## src/hw/rtl/two_axis_stepper_segment_driver_macros.svh

```systemverilog
// Assertion helpers for the top-level driver RTL file.
`ifndef TWO_AXIS_STEPPER_SEGMENT_DRIVER_MACROS_SVH
`define TWO_AXIS_STEPPER_SEGMENT_DRIVER_MACROS_SVH

`ifndef SYNTHESIS
// Check a property on every rising clock edge outside reset.
`define TASS_ASSERT(lbl, clk, rst_n, prop) \
	lbl: assert property (@(posedge clk) disable iff (!rst_n) (prop)) \
		else $error("two_axis_stepper_segment_driver: assertion failed");
// Check that a condition is followed by another in the next cycle.
`define TASS_ASSERT_NEXT(lbl, clk, rst_n, cond, nxt) \
	lbl: assert property (@(posedge clk) disable iff (!rst_n) (cond) |=> (nxt)) \
		else $error("two_axis_stepper_segment_driver: sequence check failed");
`else
`define TASS_ASSERT(lbl, clk, rst_n, prop)
`define TASS_ASSERT_NEXT(lbl, clk, rst_n, cond, nxt)
`endif

`endif

```

## src/hw/rtl/tass_pkg.sv

```systemverilog
`timescale 1ns / 1ps
`default_nettype none
package tass_pkg;

	localparam int unsigned STEP_BITS_DEF = 16;
	localparam int unsigned TAU_W         = 16;
	localparam int unsigned PERIOD_W      = 32;
	localparam logic [TAU_W-1:0] MIN_TAU_RESET = 16'd2000;

	// Register index of min_tau in the configuration space
	localparam logic REG_MIN_TAU = 1'b0;

	// Request kinds carried in tuser
	localparam logic REQ_TICK = 1'b0;
	localparam logic REQ_LOAD = 1'b1;

	typedef enum logic [1:0] {
		ST_IDLE,
		ST_CALC,
		ST_EMIT
	} drv_state_t;

	typedef enum logic [2:0] {
		PS_IDLE,
		PS_MUL,
		PS_NUM,
		PS_DIV,
		PS_RES,
		PS_DONE
	} period_state_t;

	typedef struct packed {
		logic busy;
		logic done;
	} period_stat_t;

	// Full-step coil pattern for a phase
	function automatic logic [3:0] coil_pattern(input logic [1:0] ph);
		logic [7:0] p;
		p = 8'h33 >> ph;
		return p[3:0];
	endfunction

endpackage
`default_nettype wire

```

## src/hw/rtl/two_axis_stepper_segment_driver.sv

```systemverilog
`timescale 1ns / 1ps
`default_nettype none
// Channel   Dir  Bus                      Contents
// s_axis    in   s_tdata[31:0], s_tuser   seg_dx, seg_dy; tuser = req_type
// m_axis    out  m_tdata[15:0]            port_byte, busy_res, accepted
// apb       in   paddr[2:0], pwdata[31:0] min_tau at byte address 0
//
// A tick request is resolved at its accepting edge: its result is valid in the next cycle.
// A segment load runs the period unit: a shift-add multiply, the rounded numerator, a
// restoring divide and the result step (straight to done with no minor steps).
// A load refused while busy answers at once.
// Reset clears all axis state and sets min_tau to 2000; no clearing pass.
// A result waiting on m_tready holds off every further request.
`include "two_axis_stepper_segment_driver_macros.svh"
module two_axis_stepper_segment_driver #(
	parameter int unsigned STEP_BITS = tass_pkg::STEP_BITS_DEF
) (
	input  wire logic        clk,
	input  wire logic        arst_n,
	input  wire logic        s_tvalid,
	output logic             s_tready,
	input  wire logic [31:0] s_tdata,   // [15:0] seg_dx, [31:16] seg_dy
	input  wire logic [0:0]  s_tuser,   // [0] req_type
	output logic             m_tvalid,
	input  wire logic        m_tready,
	output logic      [15:0] m_tdata,   // [7:0] port_byte, [8] busy_res, [9] accepted
	input  wire logic        psel,
	input  wire logic        penable,
	input  wire logic        pwrite,
	input  wire logic [2:0]  paddr,
	input  wire logic [31:0] pwdata,
	output logic      [31:0] prdata,
	output logic             pready
);

	localparam int unsigned MW = (STEP_BITS > 17) ? STEP_BITS : 17;
	localparam logic [MW-1:0] STEP_MAX = MW'((64'd1 << STEP_BITS) - 64'd1);
	localparam int unsigned PERW = tass_pkg::PERIOD_W;

	tass_pkg::drv_state_t state_q, state_d;

	logic [tass_pkg::TAU_W-1:0] min_tau_q;
	logic [1:0]                 ph_x_q, ph_y_q;
	logic [STEP_BITS-1:0]       rem_x_q, rem_y_q;
	logic                       dir_x_q, dir_y_q;
	logic [PERW-1:0]            per_x_q, per_y_q;
	logic [PERW-1:0]            cd_x_q, cd_y_q;
	logic [7:0]                 port_q;
	logic                       y_major_q;
	logic                       m_tvalid_q;
	logic [15:0]                m_tdata_q;

	// Configuration port
	always_ff @(posedge clk or negedge arst_n) begin
		if (!arst_n) begin
			min_tau_q <= tass_pkg::MIN_TAU_RESET;
		end else if (psel && penable && pwrite && pready && paddr[2] == tass_pkg::REG_MIN_TAU) begin
			min_tau_q <= pwdata[tass_pkg::TAU_W-1:0];
		end
	end

	assign pready = 1'b1;
	assign prdata = (paddr[2] == tass_pkg::REG_MIN_TAU) ? 32'(min_tau_q) : 32'd0;

	// Magnitudes and saturation of the step counts
	logic [16:0]          m17_x, m17_y;
	logic [MW-1:0]        mw_x, mw_y;
	logic [STEP_BITS-1:0] ax, ay;
	logic                 y_major;
	logic [tass_pkg::TAU_W-1:0] tau_eff;

	always_comb begin
		m17_x   = s_tdata[15] ? (17'h10000 - {1'b0, s_tdata[15:0]}) : {1'b0, s_tdata[15:0]};
		m17_y   = s_tdata[31] ? (17'h10000 - {1'b0, s_tdata[31:16]}) : {1'b0, s_tdata[31:16]};
		mw_x    = MW'(m17_x);
		mw_y    = MW'(m17_y);
		ax      = (mw_x > STEP_MAX) ? STEP_MAX[STEP_BITS-1:0] : mw_x[STEP_BITS-1:0];
		ay      = (mw_y > STEP_MAX) ? STEP_MAX[STEP_BITS-1:0] : mw_y[STEP_BITS-1:0];
		y_major = (ay > ax);
		tau_eff = (min_tau_q == '0) ? tass_pkg::TAU_W'(1) : min_tau_q;
	end

	// Request handshake
	logic slot_free, s_acc, is_load, busy_now, load_go;

	assign slot_free = !m_tvalid_q || m_tready;
	assign s_tready  = (state_q == tass_pkg::ST_IDLE) && slot_free;
	assign s_acc     = s_tvalid && s_tready;
	assign is_load   = (s_tuser[0] == tass_pkg::REQ_LOAD);
	assign busy_now  = (rem_x_q != '0) || (cd_x_q != '0) || (rem_y_q != '0) || (cd_y_q != '0);
	assign load_go   = s_acc && is_load && !busy_now;

	// Tick: step each axis that is due, else count down
	logic                 step_x, step_y;
	logic [7:0]           nport;
	logic [1:0]           nph_x, nph_y;
	logic [STEP_BITS-1:0] nrem_x, nrem_y;
	logic [PERW-1:0]      ncd_x, ncd_y;
	logic                 busy_tick;

	always_comb begin
		step_x = (rem_x_q != '0) && (cd_x_q == '0);
		step_y = (rem_y_q != '0) && (cd_y_q == '0);
		nport  = port_q;
		nph_x  = ph_x_q;
		nph_y  = ph_y_q;
		nrem_x = rem_x_q;
		nrem_y = rem_y_q;
		ncd_x  = (cd_x_q != '0) ? cd_x_q - PERW'(1) : cd_x_q;
		ncd_y  = (cd_y_q != '0) ? cd_y_q - PERW'(1) : cd_y_q;
		if (step_x) begin
			nport[3:0] = tass_pkg::coil_pattern(ph_x_q);
			nph_x      = dir_x_q ? ph_x_q - 2'd1 : ph_x_q + 2'd1;
			nrem_x     = rem_x_q - STEP_BITS'(1);
			ncd_x      = per_x_q - PERW'(1);
		end
		if (step_y) begin
			nport[7:4] = tass_pkg::coil_pattern(ph_y_q);
			nph_y      = dir_y_q ? ph_y_q - 2'd1 : ph_y_q + 2'd1;
			nrem_y     = rem_y_q - STEP_BITS'(1);
			ncd_y      = per_y_q - PERW'(1);
		end
		busy_tick = (nrem_x != '0) || (ncd_x != '0) || (nrem_y != '0) || (ncd_y != '0);
	end

	// Minor period unit
	logic [PERW-1:0]        minor_per;
	tass_pkg::period_stat_t pstat;

	tass_period #(
		.STEP_BITS (STEP_BITS)
	) u_period (
		.clk    (clk),
		.arst_n (arst_n),
		.start  (load_go),
		.maj    (y_major ? ay : ax),
		.mnr    (y_major ? ax : ay),
		.tau    (tau_eff),
		.period (minor_per),
		.stat   (pstat)
	);

	// State register
	always_ff @(posedge clk or negedge arst_n) begin
		if (!arst_n) begin
			state_q <= tass_pkg::ST_IDLE;
		end else begin
			state_q <= state_d;
		end
	end

	// Next state
	always_comb begin
		state_d = state_q;
		case (state_q)
			tass_pkg::ST_IDLE: if (load_go) state_d = tass_pkg::ST_CALC;
			tass_pkg::ST_CALC: if (pstat.done) state_d = tass_pkg::ST_EMIT;
			tass_pkg::ST_EMIT: if (slot_free) state_d = tass_pkg::ST_IDLE;
			default:           state_d = tass_pkg::ST_IDLE;
		endcase
	end

	// Axis state: commit ticks, take segments, capture the minor period
	always_ff @(posedge clk or negedge arst_n) begin
		if (!arst_n) begin
			ph_x_q    <= '0;
			ph_y_q    <= '0;
			rem_x_q   <= '0;
			rem_y_q   <= '0;
			dir_x_q   <= 1'b0;
			dir_y_q   <= 1'b0;
			per_x_q   <= '0;
			per_y_q   <= '0;
			cd_x_q    <= '0;
			cd_y_q    <= '0;
			port_q    <= '0;
			y_major_q <= 1'b0;
		end else begin
			if (s_acc && !is_load) begin
				ph_x_q  <= nph_x;
				ph_y_q  <= nph_y;
				rem_x_q <= nrem_x;
				rem_y_q <= nrem_y;
				cd_x_q  <= ncd_x;
				cd_y_q  <= ncd_y;
				port_q  <= nport;
			end else if (load_go) begin
				dir_x_q   <= s_tdata[15];
				dir_y_q   <= s_tdata[31];
				rem_x_q   <= ax;
				rem_y_q   <= ay;
				cd_x_q    <= '0;
				cd_y_q    <= '0;
				y_major_q <= y_major;
				if (y_major) begin
					per_y_q <= PERW'(tau_eff);
				end else begin
					per_x_q <= PERW'(tau_eff);
				end
			end
			if (pstat.done) begin
				if (y_major_q) begin
					per_x_q <= minor_per;
				end else begin
					per_y_q <= minor_per;
				end
			end
		end
	end

	// Result register
	logic        out_we;
	logic [15:0] out_d;

	always_comb begin
		out_we = 1'b0;
		out_d  = m_tdata_q;
		if (s_acc && !is_load) begin
			out_we = 1'b1;
			out_d  = {6'd0, 1'b0, busy_tick, nport};
		end else if (s_acc && is_load && busy_now) begin
			out_we = 1'b1;
			out_d  = {6'd0, 1'b0, 1'b1, port_q};
		end else if (state_q == tass_pkg::ST_EMIT && slot_free) begin
			out_we = 1'b1;
			out_d  = {6'd0, 1'b1, busy_now, port_q};
		end
	end

	always_ff @(posedge clk or negedge arst_n) begin
		if (!arst_n) begin
			m_tvalid_q <= 1'b0;
		end else if (out_we) begin
			m_tvalid_q <= 1'b1;
		end else if (m_tready) begin
			m_tvalid_q <= 1'b0;
		end
	end

	always_ff @(posedge clk) begin
		if (out_we) m_tdata_q <= out_d;
	end

	assign m_tvalid = m_tvalid_q;
	assign m_tdata  = m_tdata_q;

	// Checks
	`TASS_ASSERT(a_idle_unit, clk, arst_n, s_tready |-> !pstat.busy)
	`TASS_ASSERT(a_done_in_calc, clk, arst_n, pstat.done |-> (state_q == tass_pkg::ST_CALC))
	`TASS_ASSERT_NEXT(a_load_blocks, clk, arst_n, load_go, !s_tready)

endmodule
`default_nettype wire

```

## src/hw/rtl/tass_period.sv

```systemverilog
`timescale 1ns / 1ps
`default_nettype none
// Minor axis period: round(maj * tau / mnr), halves up, saturated to 32 bits.
// Shift-add multiply one tau bit a cycle, then restoring divide one bit a cycle.
module tass_period #(
	parameter int unsigned STEP_BITS = tass_pkg::STEP_BITS_DEF
) (
	input  wire logic                            clk,
	input  wire logic                            arst_n,
	input  wire logic                            start,
	input  wire logic [STEP_BITS-1:0]            maj,
	input  wire logic [STEP_BITS-1:0]            mnr,
	input  wire logic [tass_pkg::TAU_W-1:0]      tau,
	output logic      [tass_pkg::PERIOD_W-1:0]   period,
	output tass_pkg::period_stat_t               stat
);

	localparam int unsigned PW = STEP_BITS + tass_pkg::TAU_W;
	localparam int unsigned NW = PW + 1;
	localparam int unsigned QW = (NW > 33) ? NW : 33;
	localparam int unsigned DW = STEP_BITS + 1;
	localparam int unsigned CW = $clog2(NW + 1);

	tass_pkg::period_state_t state_q, state_d;

	logic [CW-1:0]                   cnt_q;
	logic [PW-1:0]                   mcand_q;
	logic [tass_pkg::TAU_W-1:0]      mplier_q;
	logic [PW-1:0]                   acc_q;
	logic [STEP_BITS-1:0]            mnr_q;
	logic [NW-1:0]                   quo_q;
	logic [DW-1:0]                   rem_q;
	logic [tass_pkg::PERIOD_W-1:0]   period_q;

	logic [DW:0]   shifted;
	logic [DW+1:0] diff;
	logic          borrow;
	logic [QW-1:0] quo_ext;
	logic          sat;

	// Trial subtraction of twice the minor count
	always_comb begin
		shifted = {rem_q, quo_q[NW-1]};
		diff    = {1'b0, shifted} - {2'b00, mnr_q, 1'b0};
		borrow  = diff[DW+1];
		quo_ext = QW'(quo_q);
		sat     = |quo_ext[QW-1:tass_pkg::PERIOD_W];
	end

	// State register
	always_ff @(posedge clk or negedge arst_n) begin
		if (!arst_n) begin
			state_q <= tass_pkg::PS_IDLE;
		end else begin
			state_q <= state_d;
		end
	end

	// Next state
	always_comb begin
		state_d = state_q;
		case (state_q)
			tass_pkg::PS_IDLE: begin
				if (start) begin
					state_d = (mnr == '0) ? tass_pkg::PS_DONE : tass_pkg::PS_MUL;
				end
			end
			tass_pkg::PS_MUL: begin
				if (cnt_q == CW'(tass_pkg::TAU_W - 1)) state_d = tass_pkg::PS_NUM;
			end
			tass_pkg::PS_NUM: state_d = tass_pkg::PS_DIV;
			tass_pkg::PS_DIV: begin
				if (cnt_q == CW'(NW - 1)) state_d = tass_pkg::PS_RES;
			end
			tass_pkg::PS_RES:  state_d = tass_pkg::PS_DONE;
			tass_pkg::PS_DONE: state_d = tass_pkg::PS_IDLE;
			default:           state_d = tass_pkg::PS_IDLE;
		endcase
	end

	// Multiply, build the rounded numerator, divide
	always_ff @(posedge clk or negedge arst_n) begin
		if (!arst_n) begin
			cnt_q <= '0;
		end else begin
			case (state_q)
				tass_pkg::PS_IDLE: begin
					cnt_q <= '0;
				end
				tass_pkg::PS_MUL, tass_pkg::PS_DIV: begin
					cnt_q <= cnt_q + CW'(1);
				end
				default: begin
					cnt_q <= '0;
				end
			endcase
		end
	end

	always_ff @(posedge clk) begin
		case (state_q)
			tass_pkg::PS_IDLE: begin
				if (start) begin
					mcand_q  <= PW'(maj);
					mplier_q <= tau;
					acc_q    <= '0;
					mnr_q    <= mnr;
					period_q <= tass_pkg::PERIOD_W'(tau);
				end
			end
			tass_pkg::PS_MUL: begin
				if (mplier_q[0]) acc_q <= acc_q + mcand_q;
				mcand_q  <= {mcand_q[PW-2:0], 1'b0};
				mplier_q <= {1'b0, mplier_q[tass_pkg::TAU_W-1:1]};
			end
			tass_pkg::PS_NUM: begin
				quo_q <= {acc_q, 1'b0} + NW'(mnr_q);
				rem_q <= '0;
			end
			tass_pkg::PS_DIV: begin
				if (!borrow) begin
					rem_q <= diff[DW-1:0];
				end else begin
					rem_q <= shifted[DW-1:0];
				end
				quo_q <= {quo_q[NW-2:0], !borrow};
			end
			tass_pkg::PS_RES: begin
				period_q <= sat ? '1 : quo_ext[tass_pkg::PERIOD_W-1:0];
			end
			default: begin
			end
		endcase
	end

	assign period    = period_q;
	assign stat.busy = (state_q != tass_pkg::PS_IDLE);
	assign stat.done = (state_q == tass_pkg::PS_DONE);

endmodule
`default_nettype wire

```

## config.mk

```make
export PLATFORM = sky130hd
export DESIGN_NAME = two_axis_stepper_segment_driver
export DESIGN_NICKNAME = d
export VERILOG_FILES = /design/src/hw/rtl/tass_pkg.sv /design/src/hw/rtl/two_axis_stepper_segment_driver.sv /design/src/hw/rtl/tass_period.sv
export VERILOG_INCLUDE_DIRS = /design/src /design/src/hw/rtl
export SDC_FILE = /design/constraint.sdc
export NUM_CORES = 1
export LEC_CHECK = 0
export ABC_AREA = 1
export BUFFER_PORTS_ARGS = -buffer_cell sky130_fd_sc_hd__clkbuf_2
export CAP_MARGIN = 30
export CORE_MARGIN = 2
export CORE_UTILIZATION = 56
export DETAILED_ROUTE_END_ITERATION = 7
export HOLD_SLACK_MARGIN = 0.1
export PLACE_DENSITY = 0.74
export SLEW_MARGIN = 20
export SYNTH_ARGS = -nofsm -noshare
export SYNTH_HDL_FRONTEND = slang
export SYNTH_SLANG_ARGS = --single-unit
export TNS_END_PERCENT = 1
```

## constraint.sdc

```tcl
create_clock -name clk -period 10.1 [get_ports clk]
set_clock_uncertainty 0.05 [all_clocks]
set_input_delay 1.515 -clock clk [delete_from_list [all_inputs] [get_ports clk]]
set_output_delay 1.515 -clock clk [all_outputs]
set_load 0.03 [all_outputs]
```

After elaboration in Yosys (flattened, before gate mapping):

Index checks and enable logic that the tools add are counted.

* bits in registers: 391
* word-level logic and storage cells: 185
* bits of input ports: 75
* output and inout bits: 51

* equality and inequality tests: 16
* $add $sub $neg: 16
* shifts and indexed selects: 2
* muxes and demuxes: 65
* reduce and logical (&&, ||, !) cells: 55
* bitwise logic cells: 2
* magnitude comparators: 3

Operator list (count)
* $mux 32: 21
* $mux 16: 13
* $pmux 32 s2: 3
* $reduce_bool 32->1: 4
* $sub 32x1->32 const B: 4
* $pmux 33 s2: 1
* $logic_not 32->1: 2
* $reduce_bool 16->1: 4
* $mux 17: 3
* $gt 17x16->1 const B: 2
* $pmux 17 s2: 1
* $sub 17x16->17 const A: 2
* $add 33x16->33: 1
* $add 32x32->32: 1
* $logic_not 16->1: 2
* $pmux 16 s2: 1
* $sub 16x1->16 const B: 2
* $sub 18x17->19: 1
* $mux 9: 2
* $gt 16x16->1: 1
* $pmux 3 s5: 1
* $reduce_and 2->1: 7
* $logic_and 1x1->1: 12
* $mux 3: 4
* 28 further kinds: 64

Logic depth before layout (Yosys ltp):

Gate-level depths: netlist (run 1).

* depth after elaboration: 10
* gate-level depth with buffers: 25

By module:

Synthesis (run 1) repeated with hierarchy kept, for this count alone.

* cell total of the unflattened synthesis: 4108
* area, all modules: 28282.1 um2

By module, submodules not included
* two_axis_stepper_segment_driver: area each 16054.1 um2, instances 1, cells an instance 2486
* tass_period: area each 12228.0 um2, instances 1, cells an instance 1622

Worst setup path after synthesis (run 1):

No wires, ideal clock.

* kind: input-to-reg
* from: in m_tready
* to: reg u_period.acc_q[0] (enable)
* library setup time: 391 ps
* stages: 7
* data required time: 9659 ps
* path slack: 2951 ps
* data arrival time: 6708 ps
* path through: nor2_1 > nor3b_2 > inv_1 > nor2_1 > nand2_4 > o21ai_0 > o21a_1

* word-level cells in the longest chain between the ends: 7

RTL lines
* start: declaration: RTL line two_axis_stepper_segment_driver.sv:25 `input wire logic m_tready,`
* $logic_or 1x1->1: RTL line two_axis_stepper_segment_driver.sv:86 `assign slot_free = !m_tvalid_q || m_tready;`
* $logic_and 1x1->1: RTL line two_axis_stepper_segment_driver.sv:87 `assign s_tready = (state_q == tass_pkg::ST_IDLE) && slot_free;`
* $logic_and 1x1->1: RTL line two_axis_stepper_segment_driver.sv:88 `assign s_acc = s_tvalid && s_tready;`
* $logic_and 1x1->1 (2 in series): RTL line two_axis_stepper_segment_driver.sv:91 `assign load_go = s_acc && is_load && !busy_now;`
* $ne 2x2->1 (no line)
* $reduce_and 3->1 (no line)
* end signal: assignment: RTL line tass_period.sv:112 `if (mplier_q[0]) acc_q <= acc_q + mcand_q;`
* end: declaration: RTL line tass_period.sv:29 `logic [PW-1:0] acc_q;`

No other way between the ends.
A chain may end at the register's enable or synchronous reset.

Worst setup path in the final report (run 1):

* from: in s_tdata[0]
* to: reg u_period.mcand_q[12] (data pin)

* word-level cells in the longest chain between the ends: 8

RTL lines
* start: declaration: RTL line two_axis_stepper_segment_driver.sv:22 `input wire logic [31:0] s_tdata,`
* $sub 17x16->17: RTL line two_axis_stepper_segment_driver.sv:73 `m17_x = s_tdata[15] ? (17'h10000 - {1'b0, s_tdata[15:0]}) : {1'b0, s_tdata[15:0]};`
* $mux 17 *: RTL line two_axis_stepper_segment_driver.sv:73
* $gt 17x16->1: RTL line two_axis_stepper_segment_driver.sv:77 `ax = (mw_x > STEP_MAX) ? STEP_MAX[STEP_BITS-1:0] : mw_x[STEP_BITS-1:0];`
* $mux 16 *: RTL line two_axis_stepper_segment_driver.sv:77
* $gt 16x16->1: RTL line two_axis_stepper_segment_driver.sv:79 `y_major = (ay > ax);`
* $mux 16 *: RTL line two_axis_stepper_segment_driver.sv:136 `.maj (y_major ? ay : ax),`
* $mux 32 *: RTL line tass_period.sv:103 `if (start) begin`
* $pmux 32 s2 *: RTL line tass_period.sv:101 `case (state_q)`
* end signal: assignment: RTL line tass_period.sv:104 `mcand_q <= PW'(maj);`
* end signal: assignment: RTL line tass_period.sv:113 `mcand_q <= {mcand_q[PW-2:0], 1'b0};`
* end: declaration: RTL line tass_period.sv:27 `logic [PW-1:0] mcand_q;`

Every way passes the cells marked *; elsewhere a longest branch is shown, timed or not. The select of a mux whose other input is x is not followed.

==> results of run 1 <==
worst reg2reg max path, delay by kind of cell, from the launching register on:
family	cells	cell delay, ns
buffers and inverters	5	0.97
and+or+nand+nor	6	2.05
DFF	1	0.40
AOI/OAI and AO/OA	1	0.70
adders and majority gates	1	0.22
cell families after synthesis:
kind of cell | after synthesis | share of synthesized area
compound gates | 690 | 0.145
xor+xnor | 180 | 0.0605
fa+ha+maj | 93 | 0.0455
buf+inv | 526 | 0.0840
flops | 391 | 0.412
mux | 1 | 0.000432
other cells | 2 | 0.000288
simple gates | 1531 | 0.252
layout by cell type, fill, tap and decap left out, types with 16 or more instances in the layout:
cell type                   instances
sky130_fd_sc_hd__nand2_1          691
sky130_fd_sc_hd__o21ai_1           50
sky130_fd_sc_hd__nor2_1           466
sky130_fd_sc_hd__edfxtp_1         188
sky130_fd_sc_hd__a21oi_1          185
sky130_fd_sc_hd__inv_1            383
sky130_fd_sc_hd__o21ai_0          308
sky130_fd_sc_hd__ha_1              90
sky130_fd_sc_hd__nand3_1          178
sky130_fd_sc_hd__xor2_1           131
sky130_fd_sc_hd__o221ai_1          16
sky130_fd_sc_hd__dfrtp_1          197
sky130_fd_sc_hd__nor3_1            49
sky130_fd_sc_hd__clkbuf_16         46
sky130_fd_sc_hd__conb_1            23
sky130_fd_sc_hd__nand4_1           55
sky130_fd_sc_hd__xnor2_1           49
sky130_fd_sc_hd__clkbuf_2          83
sky130_fd_sc_hd__nor2_2            24
sky130_fd_sc_hd__buf_4             22
sky130_fd_sc_hd__o211ai_1          20
sky130_fd_sc_hd__o22ai_1           44
synthesized netlist by cell type, types with 20 or more instances:
master                     number  area [µm²]
sky130_fd_sc_hd__o21ai_0      311        1560
sky130_fd_sc_hd__nand2_1      692        2600
sky130_fd_sc_hd__nor2_1       468        1760
sky130_fd_sc_hd__clkbuf_1      61         229
sky130_fd_sc_hd__nand4_1       55         344
sky130_fd_sc_hd__o22ai_1       44         275
sky130_fd_sc_hd__nor3_1        49         245
sky130_fd_sc_hd__nand3_1      178         891
sky130_fd_sc_hd__buf_4         34         255
sky130_fd_sc_hd__o21ai_1       49         245
sky130_fd_sc_hd__edfxtp_1     188        5650
sky130_fd_sc_hd__dfrtp_1      197        4930
sky130_fd_sc_hd__xnor2_1       49         429
sky130_fd_sc_hd__o211ai_1      20         150
sky130_fd_sc_hd__inv_1        384        1440
sky130_fd_sc_hd__ha_1          90        1130
sky130_fd_sc_hd__a21oi_1      185         926
sky130_fd_sc_hd__xor2_1       131        1150
sky130_fd_sc_hd__nor2_2        23         144
flip-flops by register name, summed over array words and instances, names as in the netlist, 6 cells and up:
| name | count |
|---|---|
| u_period.rem_q | 17 |
| port_q | 8 |
| min_tau_q | 16 |
| m_tdata | 10 |
| rem_x_q | 16 |
| per_x_q | 32 |
| cd_x_q | 32 |
| rem_y_q | 16 |
| u_period.period | 32 |
| u_period.mplier_q | 16 |
| u_period.mnr_q | 16 |
| cd_y_q | 32 |
| u_period.cnt_q | 6 |
| u_period.mcand_q | 32 |
| u_period.acc_q | 32 |
| per_y_q | 32 |
| u_period.quo_ext | 33 |
cell type report:
cell class              count  area, µm²
repair buffers            109        646
clock buffers              57       1240
clock inverters            26        270
multi-input cells        2518      13300
fillers                  4154      17900
inverters                 397       1500
flip-flops and latches    391      10700
well taps                 607        759
worst max path at each step:
stage / start / cells after the start / slack, ns / to
3_5_place_dp: s_tdata[0] / 21 / 4.57 / per_x_q[15]
5_1_grt: s_tdata[0] / 23 / 4.62 / u_period.state_q[2]
4_1_cts: s_tdata[0] / 23 / 5.18 / u_period.state_q[2]
2_1_floorplan: m_tready / 7 / 2.95 / u_period.acc_q[0]
3_3_place_gp: s_tdata[0] / 21 / 3.91 / per_x_q[15]
6_report: s_tdata[0] / 19 / 5.06 / u_period.mcand_q[12]
through the flow:
stage / cells / hold slack, ns / power [mW] / cell area (µm²)
after global routing: 4105 / 0.456 / 5.82 / 28400
after floorplan: 3435 / 0.381 / 3.30 / 26100
after detailed placement: 4022 / 0.416 / 3.79 / 26900
after CTS: 4105 / 0.434 / 5.49 / 28400
final: 4105 / 0.427 / 5.51 / 28400
after global placement: 4019 / 0.393 / 3.77 / 26800
layer usage:
layer	part of all wire	global-route usage	wire length (µm)
met2	0.46	0.536	36200
met3	0.080	0.0468	6290
met4	0.047	0.151	3720
met1	0.42	0.441	32900
met5	0	0	0
report_power, final:
group / total [mW] / internal, mW / switching [mW]
logic: 1.81 / 0.560 / 1.25
clock network: 1.69 / 0.980 / 0.709
registers: 2.01 / 1.83 / 0.178
==> impl_metrics.ini, run 1 <==
[min_path]
hold_path_end = port_q[6]
min_path_type = register to register
hold_depth = 2
hold_wc_startpoint = port_q[6]

[timing]
fmax_mhz = 199
grt_setup_unrepaired = no
slew_worst_pin_ns = 0.978
fin_tns_setup_ns = 0
postLayoutSetupSlackWorst_ns = 5.06
final-max-slew-violation-count = 0
finalCriticalPeriod_ns = 5.04
fin_crit_sh = 0.499
final-hold-violation-count = 0
normalized_max_slew_margin = 0.343
setup_viol = 0

[critical_path]
crit-reg2reg-capture = u_period.acc_q[25]
path_buf_inv = 3
worst_setup_path_end_kind = register
cp_max_fo = 58
path_cells = clkbuf_2 -> inv_1 -> ha_1 -> nand2_1 -> nor2_1 -> nand2_1 -> nor2_1 -> nand4_1 -> o21ai_0 -> xor2_1 -> ha_1 -> nand4_1 -> nor2_1 -> nand2_1 -> nand3_1 -> nand2_2 -> buf_12 -> o21ai_0 -> o21ai_0
number_of_cell_instances_on_the_worst_register_to_register_path = 13
worst_setup_path_start_kind = primary input
r2r_slack_ns = 5.38
worst_ep_required_time_ns = 10.36
critPathTopFamily = simple AND/OR/NAND/NOR gates
data_arrival_time_of_the_critical_path_ns = 5.29
path_class = primary input to register
cpMaxStageDelayCell = sky130_fd_sc_hd__o21ai_0
critical-path-max-stage-delay_ns = 0.52
reg2reg_from = rem_x_q[0]

[logic_synthesis]
synth.yosys.warnings = 0
netlist_instances = 3414
synth-async-reset-ratio = 0.519
synth_edf_count = 188
synth_ff_type = sky130_fd_sc_hd__dfrtp_1
post_synth.cell_area_avg_um2 = 7.64
count_of_distinct_cell_types_in_the_synthesized_netlist = 65
ys_seq_elements = 391
synth_seq_area_share = 0.412
syn-cell-area_um2 = 26100

[grt]
grt_usage = 0.331
wire_length_of_the_first_global_routing_pass_mm = 124
grt_remaining_overflow = 0
maximum_number_of_pins_on_one_net_before_global_route_repair = 85
antenna_violations_before_repair = 0
grt_pass1_vias = 23000

[cts]
clock_tree.htree_level_count = 2
postCtsSetupRepairBufs = 0
holdBufCountCts = 0
cts_made_buffers = 45
cts.sink_count = 391
cts_tree = yes
cts_repair_resize_count = 0
clk_latency_ns = 0.60
clock_tree.buffer_depth = 3
cts.reportedPaths.clkPinSlew_ns = 0.06
clock_tree.root_cell = sky130_fd_sc_hd__clkbuf_16

[place]
dp_slack_ns = 4.57
detailedPlacementHpwl_mm = 59.1
final_replace_weighted_congestion = 1.02
port-buffer-count = 84

[die]
die_x_um = 220
start_util = 0.564
floorplan.rows = 79
die-height_um = 220
core_region_um2 = 46300
number_of_placed_i_o_pins = 126
die_area_um2 = 48300

[routing]
vias = 23800
number_of_design_rule_violations_left_by_the_first_detailed_router_iteration = 2702
drt-total-wl_mm = 79.1
route.antenna.remaining_nets = 0
vias_per_cell = 5.80
dr.pass1.iters = 7
avgRoutedWirePerCell_um = 19.3
drc = 0

[finish]
final_layout_size_suffix_gt1_frac = 0.0789
design.final.nets = 3630
area_delta_synth_final_pct = 8.94
antenna_diode_count = 0
utilization = 0.614

[job]
number_of_violations_of_the_max_capacitance_limit = 0

[outcome]
run_status = finished clean

[pwr]
cellLeakagePower_nw = 13.3
power_per_cell_area_nw_per_um2 = 194
vdd.ir_drop.worst_mv = 0.127
No activity file was read; power rests on OpenSTA's default activity.
==> run 2, diff against run 1 <==
--- a/config.mk
+++ b/config.mk
@@ -13,7 +13,7 @@
 export CORE_UTILIZATION = 56
 export DETAILED_ROUTE_END_ITERATION = 7
 export HOLD_SLACK_MARGIN = 0.1
-export PLACE_DENSITY = 0.74
+export PLACE_DENSITY = 0.77
 export SLEW_MARGIN = 20
 export SYNTH_ARGS = -nofsm -noshare
 export SYNTH_HDL_FRONTEND = slang
==> constraint.sdc (replaced) <==
create_clock -name clk -period 4.2 [get_ports clk]
set_clock_uncertainty 0.05 [all_clocks]
set_input_delay 0.63 -clock clk [delete_from_list [all_inputs] [get_ports clk]]
set_output_delay 0.63 -clock clk [all_outputs]
set_load 0.03 [all_outputs]
==> run 2 against run 1 <==
Total power grew 140%. First-iteration DRC count shrank 9.0%. Combinational power grew 140%. Via count shrank 0.51%. Worst setup slack lost 4.6 ns. Critical endpoint is now m_tdata[8]. Wire length shrank 2.6%. Register-to-register slack lost 4.9 ns. Critical path depth shrank 2. Worst hold slack lost 0.24 ns.
==> impl_metrics.ini, run 2 (synthesis results as in run 1) <==
[grt]
antenna_violations_before_repair = 0
wire_length_of_the_first_global_routing_pass_mm = 122
grt_remaining_overflow = 0
maximum_number_of_pins_on_one_net_before_global_route_repair = 117
grt_pass1_vias = 22400
grt_usage = 0.324

[critical_path]
crit-reg2reg-capture = m_tdata[8]
cpMaxStageDelayCell = sky130_fd_sc_hd__nand2_4
path_cells = inv_1 -> ha_1 -> nand2_2 -> nor2_2 -> nand4_2 -> nand2_4 -> inv_4 -> nand2_1 -> nand4_1 -> nor2_1 -> nand2_1 -> nor2_1 -> nand3_1 -> nor2_1 -> nand4_1 -> nor2_1 -> nor2_1
reg2reg_from = rem_y_q[0]
data_arrival_time_of_the_critical_path_ns = 4.00
critical-path-max-stage-delay_ns = 0.48
worstSetupStartpoint = rem_y_q[0]
worst_setup_path_start_kind = register
crit_path_end = m_tdata[8]
number_of_cell_instances_on_the_worst_register_to_register_path = 17
cp_max_fo = 31
r2r_slack_ns = 0.47
worst_setup_path_end_kind = register
worst_ep_required_time_ns = 4.47
path_class = register to register
critPathMostFrequentCell = sky130_fd_sc_hd__nor2_1

[timing]
fmax_mhz = 268
setup_viol = 0
final-hold-violation-count = 0
grt_setup_unrepaired = no
postLayoutSetupSlackWorst_ns = 0.465
fin_crit_sh = 0.889
slew_worst_pin_ns = 0.884
final-max-slew-violation-count = 0
normalized_max_slew_margin = 0.405
finalCriticalPeriod_ns = 3.73
hold-worst-slack_ns = 0.185

[finish]
layout_common_cells = sky130_fd_sc_hd__nand2_1 (691), sky130_fd_sc_hd__nor2_1 (466), sky130_fd_sc_hd__inv_1 (383)
area_delta_synth_final_pct = 10.3
finalInstanceArea_um2 = 28700
largest_reg_flops = 33
design.final.nets = 3668
antenna_diode_count = 0
final_layout_size_suffix_gt1_frac = 0.0868
final_cell_count_no_fill = 4143
layout.cells.most_common = sky130_fd_sc_hd__nand2_1

[pwr]
power_per_cell_area_nw_per_um2 = 460
vdd.ir_drop.worst_mv = 0.364
cellLeakagePower_nw = 13.5

[job]
number_of_violations_of_the_max_capacitance_limit = 0

[cts]
cts_tree = yes
cts.reportedPaths.clkPinSlew_ns = 0.06
postCtsSetupRepairBufs = 0
clock_tree.root_cell = sky130_fd_sc_hd__clkbuf_16
cts_repair_resize_count = 0
clock_tree.buffer_depth = 3
cts_made_buffers = 44
clock_tree.htree_level_count = 2
clk_latency_ns = 0.60
cts.sink_count = 391

[die]
die_area_um2 = 48300
die_x_um = 220
core_region_um2 = 46300
number_of_placed_i_o_pins = 126
die-height_um = 220
floorplan.rows = 79
start_util = 0.564

[routing]
avgRoutedWirePerCell_um = 18.6
drc = 0
number_of_design_rule_violations_left_by_the_first_detailed_router_iteration = 2459
dr.pass1.iters = 6
route.antenna.remaining_nets = 0
vias_per_cell = 5.72
vias = 23700
drt-total-wl_mm = 77.0

[place]
dp_slack_ns = 0.210
dp_cells = 4057
final_replace_weighted_congestion = 1.01
port-buffer-count = 84
placement.cell_area_um2 = 27200
detailedPlacementHpwl_mm = 57.3

[min_path]
min_path_type = primary input to register

[outcome]
run_status = finished clean
[run 2: through the flow]
stage	power (mW)	utilization	TNS (ns)
2_1_floorplan	7.93	-	-0.361
3_3_place_gp	9.11	0.588	0
3_5_place_dp	9.15	0.588	0
4_1_cts	13.1	0.620	0
5_1_grt	13.9	0.621	0
6_report	13.2	0.621	0
[run 2: worst max-delay path: cells and delay by family (launching register included)]
family / cells / cell delay, ns
simple gates: 14 / 2.43
fa+ha+maj: 1 / 0.29
buf+inv: 2 / 0.31
flops: 1 / 0.37
[run 2: timing repair]
item / in CTS / in global routing
hold buffers: 0 / 1
hold endpoints to repair: 0 / 53
endpoints found under the setup margin: 0 / 0
[run 2: layer usage]
layer  vias up  routed length (µm)  GRT usage
met5         -                   0          0
met3       187                6940     0.0553
met2      1049               34400      0.510
met1     11000               32100      0.442
li1      11500                   -          -
met4         0                3580      0.140
[run 2: how the worst min path moves through the flow]
stage / start / end / cells past startpoint
4_1_cts: pwdata[10] / min_tau_q[10] / 3
6_report: pwdata[7] / min_tau_q[7] / 3
3_3_place_gp: u_period.cnt_q[0] / u_period.cnt_q[0] / 1
3_5_place_dp: port_q[6] / port_q[6] / 2
2_1_floorplan: arst_n / cd_x_q[0] / 0
5_1_grt: pwdata[9] / min_tau_q[9] / 3
[run 2: area by class of cell]
class / count / area, µm²
Clock buffer: 52 / 1160
Clock inverter: 30 / 304
Fill cell: 4165 / 17500
Inverter: 397 / 1500
Multi-Input combinational cell: 2518 / 13300
Sequential cell: 391 / 10700
Tap cell: 607 / 759
Timing Repair Buffer: 148 / 1040
[run 2: power breakdown]
part / internal, mW / switching [mW] / total, mW
combinational: 1.40 / 2.99 / 4.39
sequential: 4.41 / 0.439 / 4.85
clock: 2.30 / 1.69 / 3.98
total: 8.10 / 5.11 / 13.2
